$ cat src/rtl/swlfp_pkg.sv
// Shared types and constants for the sync word framed byte parser.
`default_nettype none

package swlfp_pkg;

  // Sync word, sent first byte first
  localparam logic [7:0] SYNC_BYTE0 = 8'h49;
  localparam logic [7:0] SYNC_BYTE1 = 8'h54;
  localparam logic [7:0] SYNC_BYTE2 = 8'h53;
  localparam logic [7:0] SYNC_BYTE3 = 8'h35;

  // Header layout, as stream positions after the start of the sync word
  localparam int TYPE_POS     = 4;
  localparam int SEC_POS      = 5;
  localparam int USEC_POS     = 9;
  localparam int LEN_LOW_POS  = 13;
  localparam int LEN_HIGH_POS = 14;
  localparam int HEADER_BYTES = 15;

  // Default receive buffer size in bytes (header plus payload)
  localparam int BUFFER_BYTES_DEF = 256;

  // One result request
  typedef struct packed {
    logic        payload_valid;
    logic [7:0]  payload_byte;
    logic [7:0]  payload_index;
    logic        frame_done;
    logic [7:0]  frame_type;
    logic [31:0] seconds;
    logic [31:0] microseconds;
    logic [7:0]  payload_len;
  } result_t;

  // Expected byte of the sync word at a given hunt position
  function automatic logic [7:0] sync_byte(input logic [1:0] idx);
    logic [7:0] val;
    unique case (idx)
      2'd0:    val = SYNC_BYTE0;
      2'd1:    val = SYNC_BYTE1;
      2'd2:    val = SYNC_BYTE2;
      default: val = SYNC_BYTE3;
    endcase
    return val;
  endfunction

endpackage

`default_nettype wire

$ cat src/rtl/sync_word_length_frame_parser.sv
// Sync word framed byte parser: header capture, payload streaming, output skid stage.
//
// Usage: bytes of a serial stream enter on in_byte, one request per accepted
// in_valid/in_stall handshake. The parser hunts for the four byte sync word,
// captures the 15 byte header (sync, type, seconds, microseconds, length) and
// then streams each payload byte out with its offset. The last payload byte
// carries out_frame_done; an empty payload gives one request with
// out_frame_done set on the high length byte. Sync and header bytes, and
// frames longer than the buffer, give no output request.
// Throughput: one byte per cycle while in_stall is low; the whole decision for
// a byte is one level of logic from the position counter and held header into
// the output register, or into the skid register while the output is stalled.
// Stall: a result caught by out_stall moves into a one entry skid register;
// in_stall is high while that register is occupied, from the cycle after the
// stalled edge up to and including the cycle in which the skid entry moves to
// the output.
// Reset (rst_n low at a clock edge) clears the position counter, the held
// header and both output valid flags; hunting starts on the next byte.
`default_nettype none

module sync_word_length_frame_parser
  import swlfp_pkg::*;
#(
  parameter int BUFFER_BYTES = BUFFER_BYTES_DEF
) (
  input  wire logic        clk,
  input  wire logic        rst_n,
  // byte input
  input  wire logic        in_valid,
  output logic             in_stall,
  input  wire logic [7:0]  in_byte,
  // result output
  output logic             out_valid,
  input  wire logic        out_stall,
  output logic             out_payload_valid,
  output logic [7:0]       out_payload_byte,
  output logic [7:0]       out_payload_index,
  output logic             out_frame_done,
  output logic [7:0]       out_frame_type,
  output logic [31:0]      out_seconds,
  output logic [31:0]      out_microseconds,
  output logic [7:0]       out_payload_len
);

  localparam int MAX_LEN = BUFFER_BYTES - HEADER_BYTES;
  localparam int LEN_W   = $clog2(MAX_LEN + 1);
  localparam int POS_W   = $clog2(BUFFER_BYTES);

  localparam logic [POS_W-1:0] P_TYPE  = POS_W'(TYPE_POS);
  localparam logic [POS_W-1:0] P_SEC   = POS_W'(SEC_POS);
  localparam logic [POS_W-1:0] P_USEC  = POS_W'(USEC_POS);
  localparam logic [POS_W-1:0] P_LLOW  = POS_W'(LEN_LOW_POS);
  localparam logic [POS_W-1:0] P_LHIGH = POS_W'(LEN_HIGH_POS);
  localparam logic [POS_W-1:0] P_HDR   = POS_W'(HEADER_BYTES);
  localparam logic [16:0]      MAX_LEN_V = 17'(MAX_LEN);

  // Parser state
  logic [POS_W-1:0] pos_r, pos_nxt;
  logic [7:0]       type_r, type_nxt;
  logic [31:0]      sec_r, sec_nxt;
  logic [31:0]      usec_r, usec_nxt;
  logic [7:0]       len_low_r, len_low_nxt;
  logic [LEN_W-1:0] len_r, len_nxt;

  // Output and skid registers
  result_t out_r, out_nxt;
  logic    out_valid_r, out_valid_nxt;
  result_t skid_r, skid_nxt;
  logic    skid_valid_r, skid_valid_nxt;

  result_t res;
  logic    res_valid;
  logic    accept;
  logic [15:0]      len_full;
  logic [POS_W:0]   pos_inc;
  logic [POS_W:0]   frame_end;
  logic [POS_W-1:0] pay_idx;
  logic [1:0]       lane;

  assign accept    = in_valid && !in_stall;
  assign in_stall  = skid_valid_r;
  assign len_full  = {in_byte, len_low_r};
  assign pos_inc   = {1'b0, pos_r} + (POS_W+1)'(1);
  assign frame_end = (POS_W+1)'(HEADER_BYTES) + (POS_W+1)'(len_r);
  assign pay_idx   = pos_r - P_HDR;

  // Byte decode: next position, header capture and result for this byte
  always_comb begin
    pos_nxt     = pos_r;
    type_nxt    = type_r;
    sec_nxt     = sec_r;
    usec_nxt    = usec_r;
    len_low_nxt = len_low_r;
    len_nxt     = len_r;
    res_valid   = 1'b0;
    res.payload_valid = 1'b0;
    res.payload_byte  = 8'd0;
    res.payload_index = 8'd0;
    res.frame_done    = 1'b0;
    lane = 2'd0;

    if (pos_r < P_TYPE) begin
      // sync hunt; a mismatch retests the byte as the first sync byte
      if (in_byte == sync_byte(pos_r[1:0])) begin
        pos_nxt = pos_inc[POS_W-1:0];
      end else begin
        pos_nxt = (in_byte == SYNC_BYTE0) ? POS_W'(1) : '0;
      end
    end else if (pos_r == P_TYPE) begin
      type_nxt = in_byte;
      pos_nxt  = pos_inc[POS_W-1:0];
    end else if (pos_r < P_USEC) begin
      lane = 2'(pos_r - P_SEC);
      sec_nxt[lane*8 +: 8] = in_byte;
      pos_nxt = pos_inc[POS_W-1:0];
    end else if (pos_r < P_LLOW) begin
      lane = 2'(pos_r - P_USEC);
      usec_nxt[lane*8 +: 8] = in_byte;
      pos_nxt = pos_inc[POS_W-1:0];
    end else if (pos_r == P_LLOW) begin
      len_low_nxt = in_byte;
      pos_nxt     = P_LHIGH;
    end else if (pos_r == P_LHIGH) begin
      if ({1'b0, len_full} > MAX_LEN_V) begin
        // oversized frame: drop it and retest this byte
        pos_nxt = (in_byte == SYNC_BYTE0) ? POS_W'(1) : '0;
      end else begin
        len_nxt = LEN_W'(len_full);
        if (len_full == 16'd0) begin
          pos_nxt        = '0;
          res_valid      = 1'b1;
          res.frame_done = 1'b1;
        end else begin
          pos_nxt = P_HDR;
        end
      end
    end else begin
      // payload byte
      res_valid         = 1'b1;
      res.payload_valid = 1'b1;
      res.payload_byte  = in_byte;
      res.payload_index = 8'(pay_idx);
      if (pos_inc >= frame_end) begin
        res.frame_done = 1'b1;
        pos_nxt        = '0;
      end else begin
        pos_nxt = pos_inc[POS_W-1:0];
      end
    end

    res.frame_type   = type_nxt;
    res.seconds      = sec_nxt;
    res.microseconds = usec_nxt;
    res.payload_len  = 8'(len_nxt);
  end

  // Output register with one entry skid stage
  always_comb begin
    out_nxt        = out_r;
    out_valid_nxt  = out_valid_r;
    skid_nxt       = skid_r;
    skid_valid_nxt = skid_valid_r;
    if (!out_valid_r || !out_stall) begin
      if (skid_valid_r) begin
        out_nxt        = skid_r;
        out_valid_nxt  = 1'b1;
        skid_valid_nxt = 1'b0;
      end else begin
        out_nxt       = res;
        out_valid_nxt = accept && res_valid;
      end
    end else if (accept && res_valid) begin
      skid_nxt       = res;
      skid_valid_nxt = 1'b1;
    end
  end

  always_ff @(posedge clk) begin
    if (!rst_n) begin
      pos_r        <= '0;
      type_r       <= '0;
      sec_r        <= '0;
      usec_r       <= '0;
      len_low_r    <= '0;
      len_r        <= '0;
      out_valid_r  <= 1'b0;
      skid_valid_r <= 1'b0;
    end else begin
      if (accept) begin
        pos_r     <= pos_nxt;
        type_r    <= type_nxt;
        sec_r     <= sec_nxt;
        usec_r    <= usec_nxt;
        len_low_r <= len_low_nxt;
        len_r     <= len_nxt;
      end
      out_valid_r  <= out_valid_nxt;
      skid_valid_r <= skid_valid_nxt;
    end
  end

  // Payload registers, no reset needed
  always_ff @(posedge clk) begin
    out_r  <= out_nxt;
    skid_r <= skid_nxt;
  end

  assign out_valid         = out_valid_r;
  assign out_payload_valid = out_r.payload_valid;
  assign out_payload_byte  = out_r.payload_byte;
  assign out_payload_index = out_r.payload_index;
  assign out_frame_done    = out_r.frame_done;
  assign out_frame_type    = out_r.frame_type;
  assign out_seconds       = out_r.seconds;
  assign out_microseconds  = out_r.microseconds;
  assign out_payload_len   = out_r.payload_len;

  // Skid entry only ever sits behind a held output request
  a_skid_behind_out: assert property (@(posedge clk) disable iff (!rst_n)
    skid_valid_r |-> out_valid_r)
    else $error("skid register occupied with empty output register");

  // A request without a payload byte is always the end of an empty frame
  a_empty_is_done: assert property (@(posedge clk) disable iff (!rst_n)
    out_valid_r && !out_payload_valid |-> out_frame_done && out_payload_len == 8'd0)
    else $error("non-payload request that does not close an empty frame");

  // The closing payload byte sits at the last offset of the frame
  a_done_last_index: assert property (@(posedge clk) disable iff (!rst_n)
    out_valid_r && out_payload_valid && out_frame_done && (LEN_W <= 8)
      |-> out_payload_index + 8'd1 == out_payload_len)
    else $error("frame closed at wrong payload offset");

  // A full skid stage blocks input until it drains
  a_stall_holds_skid: assert property (@(posedge clk) disable iff (!rst_n)
    skid_valid_r && out_stall |=> skid_valid_r)
    else $error("skid entry lost while output stalled");

endmodule

`default_nettype wire
$ cat config.mk
export PLATFORM = sky130hd
export DESIGN_NAME = sync_word_length_frame_parser
export DESIGN_NICKNAME = d
export VERILOG_FILES = /design/src/rtl/swlfp_pkg.sv /design/src/rtl/sync_word_length_frame_parser.sv
export SDC_FILE = /design/constraint.sdc
export NUM_CORES = 1
export LEC_CHECK = 0
export ABC_CLOCK_PERIOD_IN_PS = 15710
export BUFFER_PORTS_ARGS = -buffer_cell sky130_fd_sc_hd__buf_4
export CAP_MARGIN = 30
export CORE_MARGIN = 4
export CORE_UTILIZATION = 50
export DETAILED_ROUTE_END_ITERATION = 10
export PLACE_DENSITY = 0.69
export SYNTH_ARGS = -nofsm -noshare
export SYNTH_HDL_FRONTEND = slang
export SYNTH_SLANG_ARGS = --single-unit
export TNS_END_PERCENT = 5
$ cat constraint.sdc
create_clock -name clk -period 15.71 [get_ports clk]
set_clock_uncertainty 0.2 [all_clocks]
set_input_delay 3.142 -clock clk [delete_from_list [all_inputs] [get_ports clk]]
set_output_delay 3.142 -clock clk [all_outputs]
set_load 0.01 [all_outputs]
==> flow_summary.toml <==
[status]
status = "finished clean"

[clock_tree]
cts.clk_slew.worst_paths_ns = 0.06
htreeDepth = 1
cts_setup_buffers = 0
hold_buffers = 0
tritoncts = "built"
clock_latency_ns = 0.55
clkSinkCount = 294
cts.repair.resized = 0
clock_path_buffers = 3
cts_buffers = 29
clockRootBuffer = "clkbuf_16"

[placed_design]
gp_congestion = 0.812
place_ws_ns = 9.83
hpwl_um = 17200
numPortBuffers = 111

[logic_synthesis]
netlist_area_um2 = 12700
syn-num-nets = 1142
postSynthCellCount = 1110
synth_edf_count = 196
yosysSeqAreaShare_pct = 61.8
synthFlopType = "edfxtp_1"
synth-xor-area-share_pct = 1.17
netlist_top_cells_area = "edfxtp_1 46%, dfxtp_1 15%, mux2_2 8.7%"
synthMuxAreaShare_pct = 10.7
synth_cell_types = 53
synth_compound_area_share_pct = 8.72
ys_ff_latch = 294
synthSimpleGateAreaFrac_pct = 13.1
ys_warn_count = 0
synthAdderAreaFrac_pct = 1.97
synth_top_area_share_pct = 46.4
synth.avg_cell_area_um2 = 11.4
synth_top_family_by_area = "simple AND/OR/NAND/NOR gates"
yosysTopAreaCell = "edfxtp_1"
async_flop_share_pct = 0

[sta]
setup_violations = 0
fin_setup_tns_ns = 0
hold_viol = 0
final_max_slew_viol_count = 0
setup_slack_ns = 10.37
post-route-min-period_ns = 5.34
rsz0062_at_grt = "no"
worstMarginPinSlew_ns = 0.947
holdWs_ns = 0.276
max_freq_mhz = 187
fin_crit_sh_pct = 34.0
relSlewSlack_pct = 36.0

[critical_path]
critPathArrivalTime_ns = 5.44
cpPeakStageDelay_ns = 0.59
crit_slowest_cell = "nor3_4"
end_kind = "flop"
cp_cell_sequence = "buf_4 -> or4_4 -> nor3_4 -> nand2_2 -> nor3_4 -> mux2_4 -> mux2_2"
cp-start-kind = "primary input"
worst_ep_required_time_ns = 15.81
cp_num_buf_inv = 1
critPathMaxFanout = 12
timing.critical_path.max_delay_family = "simple AND/OR/NAND/NOR gates"
crit_top_cell = "nor3_4"
crit_type = "in2reg"

[final_layout]
diodes = 0
final_common_cell = "edfxtp_1"
drive_gt1_share_pct = 23.0
nets = 1223
layout_common_cells = "196 x edfxtp_1, 139 x nor2_1, 121 x buf_4"
syn2layout_area_growth_pct = 16.2

[route]
wl_per_cell_um = 17.4
drt.antenna.violating_nets = 0
dr.pass1.iters = 5
vias = 8476
routed_wl_um = 26900
viasPerCell = 5.49
drtIter0Drc = 617
drc = 0

[global_route]
grt_max_degree = 77
gr-usage-met2_pct = 31.2
grt_util_met1_pct = 25.9
met3_usage_pct = 2.36
grt-ovfl-total = 0
grt_use_total_pct = 18.6
busiest_layer = "met2"
grt_pass1_wl_um = 43400
antenna_found_initial = 0
first_global_vias = 8230

[flow_run]
max_cap_violations = 0

[floorplan]
rows = 58
core_um2 = 25100
io_pins = 112
die_w_um = 167
start_util_pct = 50.5
die_h_um = 167
die_area_um2 = 28000

[min_path]
hold_path.class = "reg2reg"

[pwr]
powerDensity_nw_per_um2 = 108
p_leak_nw = 5.53
vdd_drop_max_mv = 0.0708
totalPowerFinal_mw = 1.59
==> power breakdown <==
group          total [mW]  switching, mW  leakage [nW]  internal (mW)
registers           0.829        0.00450          2.80          0.824
logic              0.0639         0.0418          2.26         0.0222
clock network       0.692          0.281         0.467          0.412
total                1.59          0.327          5.53           1.26
==> worst min-delay path, stage by stage, from the launching register on <==
cell and delay (ns):
dfxtp_1 0.30, o21ai_0 0.06, a21oi_1 0.06
==> worst paths after layout <==
kind         slack, ns  startpoint                  to  cells past startpoint
max              10.37  in_byte[1]  out_payload_len[2]                      7
min reg2reg       0.28  usec_r[14]          usec_r[14]                      2
max reg2reg      11.82    pos_r[0]            pos_r[7]                     12
min               0.28  usec_r[14]          usec_r[14]                      2
==> logic make-up after synthesis <==
logic type / Yosys count
flops: 294
mux: 120
simple gates: 372
xor+xnor: 17
compound gates: 204
buf+inv: 83
fa+ha+maj: 20
==> sequential cells by signal, indices dropped and copies added (netlist names), 32 cells and up <==
register and cells:
out_microseconds 32, out_seconds 32, sec_r 32, skid_r 98, usec_r 32
==> stage by stage <==
step / cell area, µm² / cells / utilization, %
2_1_floorplan: 12700 / 1110 / -
3_3_place_gp: 13800 / 1489 / 54.8
3_5_place_dp: 13800 / 1490 / 54.9
4_1_cts: 14700 / 1544 / 58.7
5_1_grt: 14700 / 1544 / 58.7
6_report: 14700 / 1544 / 58.7
==> cell type report <==
| cell class | instances | area, µm² |
|---|---|---|
| Fill cell | 2146 | 10400 |
| Sequential cell | 294 | 7850 |
| Multi-Input combinational cell | 733 | 4540 |
| Timing Repair Buffer | 122 | 936 |
| Clock buffer | 44 | 823 |
| Tap cell | 330 | 413 |
| Clock inverter | 10 | 136 |
| Inverter | 11 | 41.3 |
==> synthesized netlist by cell type (2+ instances only) <==
master     number
nand2_1       120
clkbuf_1       63
a211oi_1        3
or3_1           2
o2111ai_1       2
o22ai_1         2
nor3_1         22
mux2_2         98
ha_1           20
nor2b_1        11
and2_1          3
o21ai_1        66
buf_1           2
edfxtp_1      196
a21oi_1        73
mux2_4          6
nand4_1         9
o211ai_1        2
inv_1           9
or3b_1          2
o41ai_1         3
xor2_1          6
nand2b_1        4
nand3_1        41
buf_2           7
o21ai_0        34
nor3_4          2
o31ai_1         8
dfxtp_1        98
a21o_1          2
and3_1          6
nor4_1          2
xnor2_1        11
mux2i_1        16
nor2_1        139
a31oi_1         3
==> metal layers <==
metal / vias up / wire length, µm
li1: 4150 / -
met1: 4071 / 12500
met2: 206 / 12700
met3: 49 / 1180
met4: 0 / 570
met5: - / 0
Power figures use the tool's default switching activity.
